==> src/sv/zblc_pkg.sv <==
// Shared constants, types and codes of the lazy-clear depth buffer with cut profile.
`default_nettype none
package zblc_pkg;
   localparam int LINE_COUNT     = 480;
   localparam int LINE_PIXELS    = 640;
   localparam int MAX_CUT_POINTS = 16;
   localparam int INFINITE_DEPTH = 32767;

   localparam int LINE_W  = $clog2(LINE_COUNT);
   localparam int PIX_W   = $clog2(LINE_PIXELS);
   localparam int STORE_N = LINE_COUNT * LINE_PIXELS;
   localparam int STORE_W = $clog2(STORE_N);
   localparam int PT_W    = $clog2(MAX_CUT_POINTS);
   localparam int CNT_W   = PT_W + 1;
   localparam int SWEEP_N = (LINE_COUNT > LINE_PIXELS) ? LINE_COUNT : LINE_PIXELS;
   localparam int SWEEP_W = $clog2(SWEEP_N);

   localparam int ACTION_W = 2;
   localparam int COLUMN_W = 10;
   localparam int ROW_W    = 9;
   localparam int DVAL_W   = 16;
   localparam int STATUS_W = 2;
   localparam int ADDR_W   = 19;
   localparam int DEPTH_W  = 15;
   localparam int CSR_IDX_W = 2;
   localparam int CSR_DAT_W = 16;

   localparam int NUM_W = DVAL_W + 1;
   localparam int Z_W   = DVAL_W + 2;

   typedef enum logic [ACTION_W-1:0] {
      ACT_ACCESS = 2'd0,
      ACT_WRITE  = 2'd1,
      ACT_POINT  = 2'd2,
      ACT_CLEAR  = 2'd3
   } action_type;

   typedef enum logic [STATUS_W-1:0] {
      ST_OK        = 2'd0,
      ST_CUT_ERROR = 2'd1,
      ST_RANGE     = 2'd2
   } status_type;

   localparam logic [CSR_IDX_W-1:0] REG_MAX_CUT_COLUMN = 2'd0;
   localparam logic [CSR_IDX_W-1:0] REG_MAX_CUT_DEPTH  = 2'd1;

   typedef enum logic [2:0] {
      S_CLEAR,
      S_IDLE,
      S_CHECK,
      S_FILL,
      S_SEG,
      S_DIV,
      S_WALK
   } state_type;
endpackage
`default_nettype wire

==> src/sv/zblc_div.sv <==
// Iterative signed divider, one quotient bit per cycle, truncating toward zero.
`default_nettype none
module zblc_div (
   input  wire logic                              clock,
   input  wire logic                              reset,
   input  wire logic                              start,
   input  wire logic signed [zblc_pkg::NUM_W-1:0] num,
   input  wire logic        [zblc_pkg::PIX_W-1:0] den,
   output logic                                   done,
   output logic signed      [zblc_pkg::NUM_W-1:0] quot
);
   import zblc_pkg::*;

   localparam int MAG_W = NUM_W - 1;
   localparam int REM_W = PIX_W + 1;
   localparam int STEP_W = $clog2(MAG_W + 1);

   logic             busy_ff, busy_in;
   logic             done_ff, done_in;
   logic             neg_ff, neg_in;
   logic [MAG_W-1:0] mag_ff, mag_in;
   logic [REM_W-1:0] rem_ff, rem_in;
   logic [PIX_W-1:0] den_ff, den_in;
   logic [STEP_W-1:0] step_ff, step_in;

   always_ff @(posedge clock) begin
      if (reset) begin
         busy_ff <= 1'b0;
         done_ff <= 1'b0;
      end else begin
         busy_ff <= busy_in;
         done_ff <= done_in;
      end
      neg_ff  <= neg_in;
      mag_ff  <= mag_in;
      rem_ff  <= rem_in;
      den_ff  <= den_in;
      step_ff <= step_in;
   end

   always_comb begin
      logic [REM_W-1:0] trial;
      logic [NUM_W-1:0] abs_num;
      busy_in = busy_ff;
      done_in = 1'b0;
      neg_in  = neg_ff;
      mag_in  = mag_ff;
      rem_in  = rem_ff;
      den_in  = den_ff;
      step_in = step_ff;
      abs_num = num[NUM_W-1] ? NUM_W'(-num) : NUM_W'(num);
      trial   = {rem_ff[REM_W-2:0], mag_ff[MAG_W-1]};
      if (start) begin
         busy_in = 1'b1;
         neg_in  = num[NUM_W-1];
         mag_in  = abs_num[MAG_W-1:0];
         rem_in  = '0;
         den_in  = den;
         step_in = '0;
      end else if (busy_ff) begin
         if (trial >= REM_W'(den_ff)) begin
            rem_in = trial - REM_W'(den_ff);
            mag_in = {mag_ff[MAG_W-2:0], 1'b1};
         end else begin
            rem_in = trial;
            mag_in = {mag_ff[MAG_W-2:0], 1'b0};
         end
         step_in = step_ff + 1'b1;
         if (step_ff == STEP_W'(MAG_W - 1)) begin
            busy_in = 1'b0;
            done_in = 1'b1;
         end
      end
   end

   assign done = done_ff;
   assign quot = neg_ff ? -$signed({1'b0, mag_ff}) : $signed({1'b0, mag_ff});
endmodule
`default_nettype wire

==> config.mk <==
export PLATFORM = sky130hd
export DESIGN_NAME = zblc_div
export DESIGN_NICKNAME = d
export VERILOG_FILES = /design/src/sv/zblc_pkg.sv /design/src/sv/zblc_div.sv
export SDC_FILE = /design/constraint.sdc
export NUM_CORES = 1
export LEC_CHECK = 0
export CORE_ASPECT_RATIO = 0.8
export CORE_MARGIN = 2
export CORE_UTILIZATION = 62
export CTS_BUF_LIST = sky130_fd_sc_hd__clkbuf_16
export CTS_CLUSTER_SIZE = 28
export DETAILED_ROUTE_END_ITERATION = 16
export DONT_BUFFER_PORTS = 1
export GPL_ROUTABILITY_DRIVEN = 0
export PLACE_DENSITY = 0.86
export SLEW_MARGIN = 20
export SYNTH_ARGS = -nofsm -noshare
export SYNTH_HDL_FRONTEND = slang
export SYNTH_SLANG_ARGS = --single-unit
export TNS_END_PERCENT = 50
==> constraint.sdc <==
create_clock -name clock -period 2.7 [get_ports clock]
set_input_delay 0.54 -clock clock [delete_from_list [all_inputs] [get_ports clock]]
set_output_delay 0.54 -clock clock [all_outputs]
set_load 0.02 [all_outputs]
==> reports/metrics.cfg, run 1 <==
[timing]
worst_pin_slew_ns=0.7052
fin_worst_skew_ns=0.002949
slew_headroom_pct=52.49
finalSetupViolations=0
fin_crit_sh_pct=98.38
grt_setup_unrepaired=no
period_needed_ns=2.656
setup_tns_ns=0
finalMaxSlewViolations=0
fmax_mhz=376.5
hold_viol_final=0

[global_route]
grt_pass1_wl_mm=11.58
grt_max_degree=57
track_usage_pct=29.04
grt_pass1_vias=2350
overflow=0
antenna_found_initial=0

[clocking]
clock-sinks=44
clock_path_buffers=2
path_clk_slew_ns=0.06
clock_latency_ns=0.28
cts_tree=built
root_buffer=clkbuf_16
cts-hold-fix-buffers=0
h-tree-depth=2
numCtsBuffers=5

[floorplan]
rows=22
die_height_um=65.64
core_area_um2=4569
start_util_pct=64.43
ios=48
dieArea_um2=5319
die_w_um=81.05

[pwr]
p_leak_nw=1.290
peakVddDrop_mv=0.4431
power.density_nw_per_um2=612.4
p_total_mw=2.004

[drt]
wirelength_mm=7.417
postRouteAntennaNets=0
viasPerCell=6.542
route.detailed.drc=0
vias=2571
drt_iter0_drc=316
wl_per_cell_um=18.87
first_pass_iters=5

[worst_setup_path]
end_kind=output pin
cp_max_fo=2
critical_path_arrival_ns=2.12
crit_path_top_delay_cell=or4_4
critical_path_required_ns=2.16
critPathBufInv=0
path_common_cell=or4_4
startpoint_type=flip-flop
slowest_delay_ns=0.55
crit_family=simple AND/OR/NAND/NOR gates
cp_cell_sequence=or4_4, or4_4, o31ai_4, xnor2_2
crit_type=reg -> out

[synthesis]
ys_seq_elements=44
syn_area_um2=2944
syn-num-nets=367
synthCells=322
synthFlopType=edfxtp_1
yosysWarnings=0
synth-seq-area-share_pct=39.10
synth_top_area_share_pct=27.54
synth_async_sr_flop_share_pct=0
synth_top_cell_by_area=edfxtp_1
synth_edf_count=27
postSynthAreaPerCell_um2=9.143
synth_area_leaders=edfxtp_1 28%, dfxtp_1 12%, nor2_1 6.0%, ha_1 5.9%, xnor2_1 5.4%
ys_types=53

[place]
numPortBuffers=0
dp_hpwl_mm=5.043
dp.cells=377

[cells_and_area]
stdcell_count=393
synthToLayoutAreaGrowth_pct=11.13
fillers=330
final_nets=377
drive_above_1_share_pct=12.61
antennaDiodeCount=0

[run]
cap_violations=0

[min_path]
hp-class=in -> reg

[status]
status=complete, no violations

==> metal layers <==
| layer | global-route usage (%) | vias to the layer above | share of wire (%) |
|---|---|---|---|
| met5 | 0 | - | 0 |
| met4 | 8.898 | 0 | 1.8 |
| met3 | 6.593 | 22 | 12 |
| met2 | 42.46 | 195 | 43 |
| met1 | 42.71 | 1174 | 43 |
| li1 | - | 1180 | - |
==> flip-flops by register name, indices dropped and copies added (netlist names) <==
name,count
done,1
busy_ff,1
mag_ff,16
step_ff,5
rem_ff,10
den_ff,10
neg_ff,1
==> final timing paths <==
check	startpoint	end	slack [ns]	cells after the start
setup / recovery	mag_ff[10]	quot[14]	0.04	4
hold / removal	reset	busy_ff	0.32	1
setup reg to reg	den_ff[2]	rem_ff[6]	0.28	7
hold reg to reg	step_ff[4]	step_ff[4]	0.48	2
==> layout make-up <==
| class | instances | area, µm² | area share [%] |
|---|---|---|---|
| Multi-Input combinational cell | 242 | 1697 | 51.85 |
| Sequential cell | 44 | 1151 | 35.18 |
| Clock buffer | 5 | 125.1 | 3.824 |
| Timing Repair Buffer | 16 | 120.1 | 3.671 |
| Inverter | 23 | 86.33 | 2.639 |
| Tap cell | 60 | 75.07 | 2.294 |
| Clock inverter | 3 | 17.52 | 0.5354 |
==> kinds of logic (layout without fill, tap and decap cells) <==
family | Yosys count | in the layout | share of synthesized area (%)
flops | 44 | 44 | 39.10
buf+inv | 36 | 47 | 4.802
fa+ha+maj | 15 | 15 | 6.630
mux | 7 | 7 | 2.592
xor+xnor | 35 | 35 | 10.41
simple gates | 99 | 99 | 15.68
compound gates | 86 | 86 | 20.78
==> synth_stat cells, types with 2 or more instances <==
| cell type | n |
|---|---|
| nor2_1 | 47 |
| edfxtp_1 | 27 |
| a21oi_1 | 26 |
| inv_1 | 23 |
| nand2_1 | 18 |
| xnor2_1 | 18 |
| dfxtp_1 | 17 |
| xor2_1 | 17 |
| ha_1 | 14 |
| o21ai_0 | 14 |
| clkbuf_1 | 7 |
| nand3_1 | 6 |
| mux2_2 | 5 |
| o21a_1 | 5 |
| o31ai_1 | 5 |
| o41ai_1 | 5 |
| a211oi_1 | 4 |
| a21o_1 | 4 |
| a311oi_1 | 4 |
| nor3_1 | 4 |
| buf_1 | 3 |
| nand2b_1 | 3 |
| nand4_1 | 3 |
| nor2b_1 | 3 |
| or3_1 | 3 |
| or4_1 | 3 |
| a2111oi_2 | 2 |
| a32oi_1 | 2 |
| and3_1 | 2 |
| mux2i_1 | 2 |
| o21ai_1 | 2 |
| o311a_1 | 2 |
| o31a_1 | 2 |
==> power breakdown <==
group	internal (mW)	total (mW)	switching, mW
registers	0.787	0.847	0.0598
clock network	0.340	0.591	0.251
logic	0.219	0.566	0.347
==> repair_timing <==
action	in CTS	in global routing
buffers inserted	4	4
hold endpoints to repair	0	0
gates resized for setup	5	3
pin swaps	3	4
setup endpoints to repair	3	2
==> layout by cell type (no fill, tap or decap), types with 3 or more instances in the layout <==
| master | count |
|---|---|
| nand2b_1 | 3 |
| buf_4 | 16 |
| mux2_2 | 5 |
| nand2_1 | 17 |
| edfxtp_1 | 27 |
| o31ai_1 | 5 |
| a21oi_1 | 26 |
| ha_1 | 13 |
| a21o_1 | 4 |
| nand3_1 | 6 |
| o41ai_1 | 5 |
| nand4_1 | 3 |
| dfxtp_1 | 17 |
| a311oi_1 | 4 |
| or3_1 | 3 |
| inv_1 | 23 |
| nor2b_1 | 3 |
| o21a_1 | 5 |
| a211oi_1 | 4 |
| xor2_1 | 17 |
| o21ai_0 | 14 |
| xnor2_1 | 16 |
| nor3_1 | 3 |
| nor2_1 | 47 |
| clkbuf_16 | 5 |
==> stage by stage <==
stage / util [%] / hold WS, ns / worst slack, ns / instance area, µm²
6_report: 71.60 / 0.3196 / 0.04365 / 3272
3_5_place_dp: 66.18 / 0.4691 / 0.1513 / 3024
2_1_floorplan: - / 0.4525 / 0.2622 / 2944
5_1_grt: 71.60 / 0.3173 / 0.001679 / 3272
4_1_cts: 70.51 / 0.3175 / -0.006554 / 3222
3_3_place_gp: 66.18 / 0.4643 / 0.2160 / 3024
Power figures use the tool's default switching activity.
==> inputs of run 2 (changes only) <==
Settings changed: ABC_AREA set to 1.
==> run 2 against run 1 <==
Against the previous run: non-clock buffer count fell by 11; worst setup slack improved by 0.14 ns; synthesized cell count up 41%; first-iteration DRC count fell by 16%; critical path type unchanged; largest cell class unchanged; largest power group unchanged.
==> reports/metrics.cfg, run 2 <==
[pwr]
p_total_mw=1.817  ; -9.3%
power.density_nw_per_um2=534.8  ; -13%
peakVddDrop_mv=0.3623  ; -18%
p_leak_nw=1.670  ; +29%

[worst_setup_path]
critical_path_arrival_ns=1.98  ; -0.14 ns
cp_max_fo=14  ; +12
end_kind=output pin
slowest_delay_ns=0.58  ; +0.03 ns
r2r_start=den_ff[5]
crit_type=reg -> out
critical_path_required_ns=2.16  ; about the same
startpoint_type=flip-flop
reg2reg_slack_ns=0.62  ; +0.34 ns
rr_endpoint=mag_ff[0]
cp_cell_sequence=inv_1, o21a_1, o21ai_2, nor2_4, xor2_1
crit_path_top_delay_cell=edfxtp_1
r2r_cells=10  ; +3

[global_route]
overflow=0  ; unchanged
grt_pass1_vias=2560  ; +8.9%
antenna_found_initial=0  ; unchanged
grt_max_degree=32  ; -44%
track_usage_pct=25.68  ; -3.4 points
grt_pass1_wl_mm=11.67  ; +0.83%

[synthesis]
ys_types=39  ; -26%
ys_seq_elements=44  ; unchanged
yosysWarnings=0  ; unchanged
synth-seq-area-share_pct=35.95  ; -3.1 points
synth_top_area_share_pct=25.32  ; -2.2 points
synth_common_cells=128 x nand2_1, 78 x inv_1, 47 x nand3_1
synthCells=454  ; +41%
synth_top_cell_by_area=edfxtp_1
postSynthAreaPerCell_um2=7.052  ; -23%
synth.most_common_cell=nand2_1
syn-num-nets=499  ; +36%
synth_async_sr_flop_share_pct=0  ; unchanged
synthFlopType=edfxtp_1
syn_area_um2=3202  ; +8.8%
synth_area_leaders=edfxtp_1 25%, nand2_1 15%, dfxtp_1 11%, inv_1 9.1%, nand3_1 7.3%
synth_edf_count=27  ; unchanged

[cells_and_area]
fillers=423  ; +28%
multi_input_area_um2=1694  ; -0.15%
top_register=mag_ff
synthToLayoutAreaGrowth_pct=6.096
final_nets=501  ; +33%
top_regs=mag_ff: 16 flops, den_ff: 10 flops, rem_ff: 10 flops
final_common_cell=nand2_1
seq_area_um2=1151  ; unchanged
largest_reg_flops=16  ; unchanged
stdcell_count=519  ; +32%
mostFrequentLayoutCells=128 x nand2_1, 79 x inv_1, 47 x nand3_1, 29 x nor2_1, 27 x edfxtp_1
antennaDiodeCount=0  ; unchanged
design_area_um2=3397  ; +3.8%
drive_above_1_share_pct=5.908  ; -6.7 points

[floorplan]
rows=23  ; +4.5%
die_height_um=68.28  ; +4.0%
ios=48  ; unchanged
core_area_um2=5007  ; +9.6%
die_w_um=84.35  ; +4.1%
start_util_pct=63.94  ; -0.49 points
dieArea_um2=5759  ; +8.3%

[clocking]
root_buffer=clkbuf_16
cts_resized=0  ; -5
clock_latency_ns=0.29  ; about the same
numCtsBuffers=5  ; unchanged
cts-hold-fix-buffers=0  ; unchanged
h-tree-depth=2  ; unchanged
path_clk_slew_ns=0.06  ; about the same
clock_path_buffers=2  ; unchanged
cts_tree=built
clock-sinks=44  ; unchanged
postCtsSetupRepairBufs=0  ; -4

[min_path]
hold_start=reset
min_to=done
hp-class=in -> reg
holdPathStages=1  ; unchanged

[timing]
setup_slack_ns=0.1821  ; +0.1384 ns
setup_tns_ns=0  ; unchanged
grt_setup_unrepaired=no
slew_headroom_pct=48.41  ; -4.1 points
hold_viol_final=0  ; unchanged
finalSetupViolations=0  ; unchanged
fin_crit_sh_pct=93.26  ; -5.1 points
period_needed_ns=2.518  ; -0.1384 ns
finalMaxSlewViolations=0  ; unchanged
worst_pin_slew_ns=0.7730  ; +0.06775 ns
fin_worst_skew_ns=0.01255  ; +0.009602 ns
fmax_mhz=397.2  ; +5.5%

[run]
cap_violations=0  ; unchanged

[drt]
wirelength_mm=7.317  ; -1.3%
first_pass_iters=5  ; unchanged
viasPerCell=5.580  ; -15%
wl_per_cell_um=14.10  ; -25%
route.detailed.drc=0  ; unchanged
drt_iter0_drc=266  ; -16%
vias=2896  ; +13%
postRouteAntennaNets=0  ; unchanged

[place]
dp.cells=511  ; +36%
dp_slack_ns=0.4514  ; +0.3001 ns
numPortBuffers=0  ; unchanged
dp_hpwl_mm=5.407  ; +7.2%
placed_area_um2=3249  ; +7.4%

[status]
status=complete, no violations

-- run 2: changes by cell type after synthesis, moves of 9 or more --
cell | before | now
nand2_1 | 18 | 128
inv_1 | 23 | 78
nand3_1 | 6 | 47
o21ai_0 | 14 | 23
a21oi_1 | 26 | 9
xnor2_1 | 18 | 1
nor2_1 | 47 | 29
-- run 2: metal layers --
| layer | vias up | global-route usage [%] | share of wire, % |
|---|---|---|---|
| met5 | - | 0 | 0 |
| met4 | 0 | 8.333 | 1.9 |
| met3 | 16 | 5.066 | 5.9 |
| met2 | 95 | 40.87 | 45 |
| met1 | 1315 | 35.78 | 47 |
| li1 | 1470 | - | - |
-- run 2: cell type report --
type                            count  share of cell area (%)
Clock buffer                        5                   3.683
Clock inverter                      3                  0.4420
Inverter                           79                   8.729
Multi-Input combinational cell    321                   49.87
Sequential cell                    44                   33.89
Tap cell                           62                   2.284
Timing Repair Buffer                5                   1.105
-- run 2: worst max-delay path by stage --
stage / startpoint / end / slack, ns / cells past startpoint
after floorplan: mag_ff[0] / quot[10] / 0.64 / 7
after global placement: mag_ff[0] / quot[10] / 0.52 / 7
after detailed placement: mag_ff[1] / quot[10] / 0.45 / 7
after CTS: mag_ff[0] / quot[10] / 0.14 / 7
after global routing: mag_ff[1] / quot[10] / 0.01 / 7
final: neg_ff / quot[9] / 0.18 / 5
-- run 2: logic make-up (layout without fill, tap and decap cells) --
kind of cell / Yosys count / in the layout / share of synthesized area (%)
AOI/OAI and AO/OA: 46 / 46 / 8.011
xor gates and xnor gates: 18 / 18 / 4.924
and+or+nand+nor: 242 / 242 / 33.65
buffers and inverters: 89 / 92 / 11.37
adders and majority gates: 15 / 15 / 6.096
DFF: 44 / 44 / 35.95
-- run 2: worst max-delay path, delay by kind of cell (launching register included) --
kind	cells	cell delay, ns
AOI/OAI and AO/OA	2	0.31
xor gates and xnor gates	1	0.39
buffers and inverters	1	0.27
DFF	1	0.58
and+or+nand+nor	1	0.14
-- run 2: power breakdown --
group	switching [mW]	internal [mW]	leakage [nW]
clock network	0.256	0.338	0.0753
logic	0.285	0.123	1.19
registers	0.0419	0.773	0.409
total	0.583	1.23	1.67
-- run 2: per-stage QoR --
stage | hold WS, ns | util [%]
4_1_cts | 0.3224 | 67.69
3_5_place_dp | 0.4628 | 64.89
6_report | 0.3224 | 67.84
3_3_place_gp | 0.4563 | 64.89
5_1_grt | 0.3184 | 67.84
2_1_floorplan | 0.4427 | -
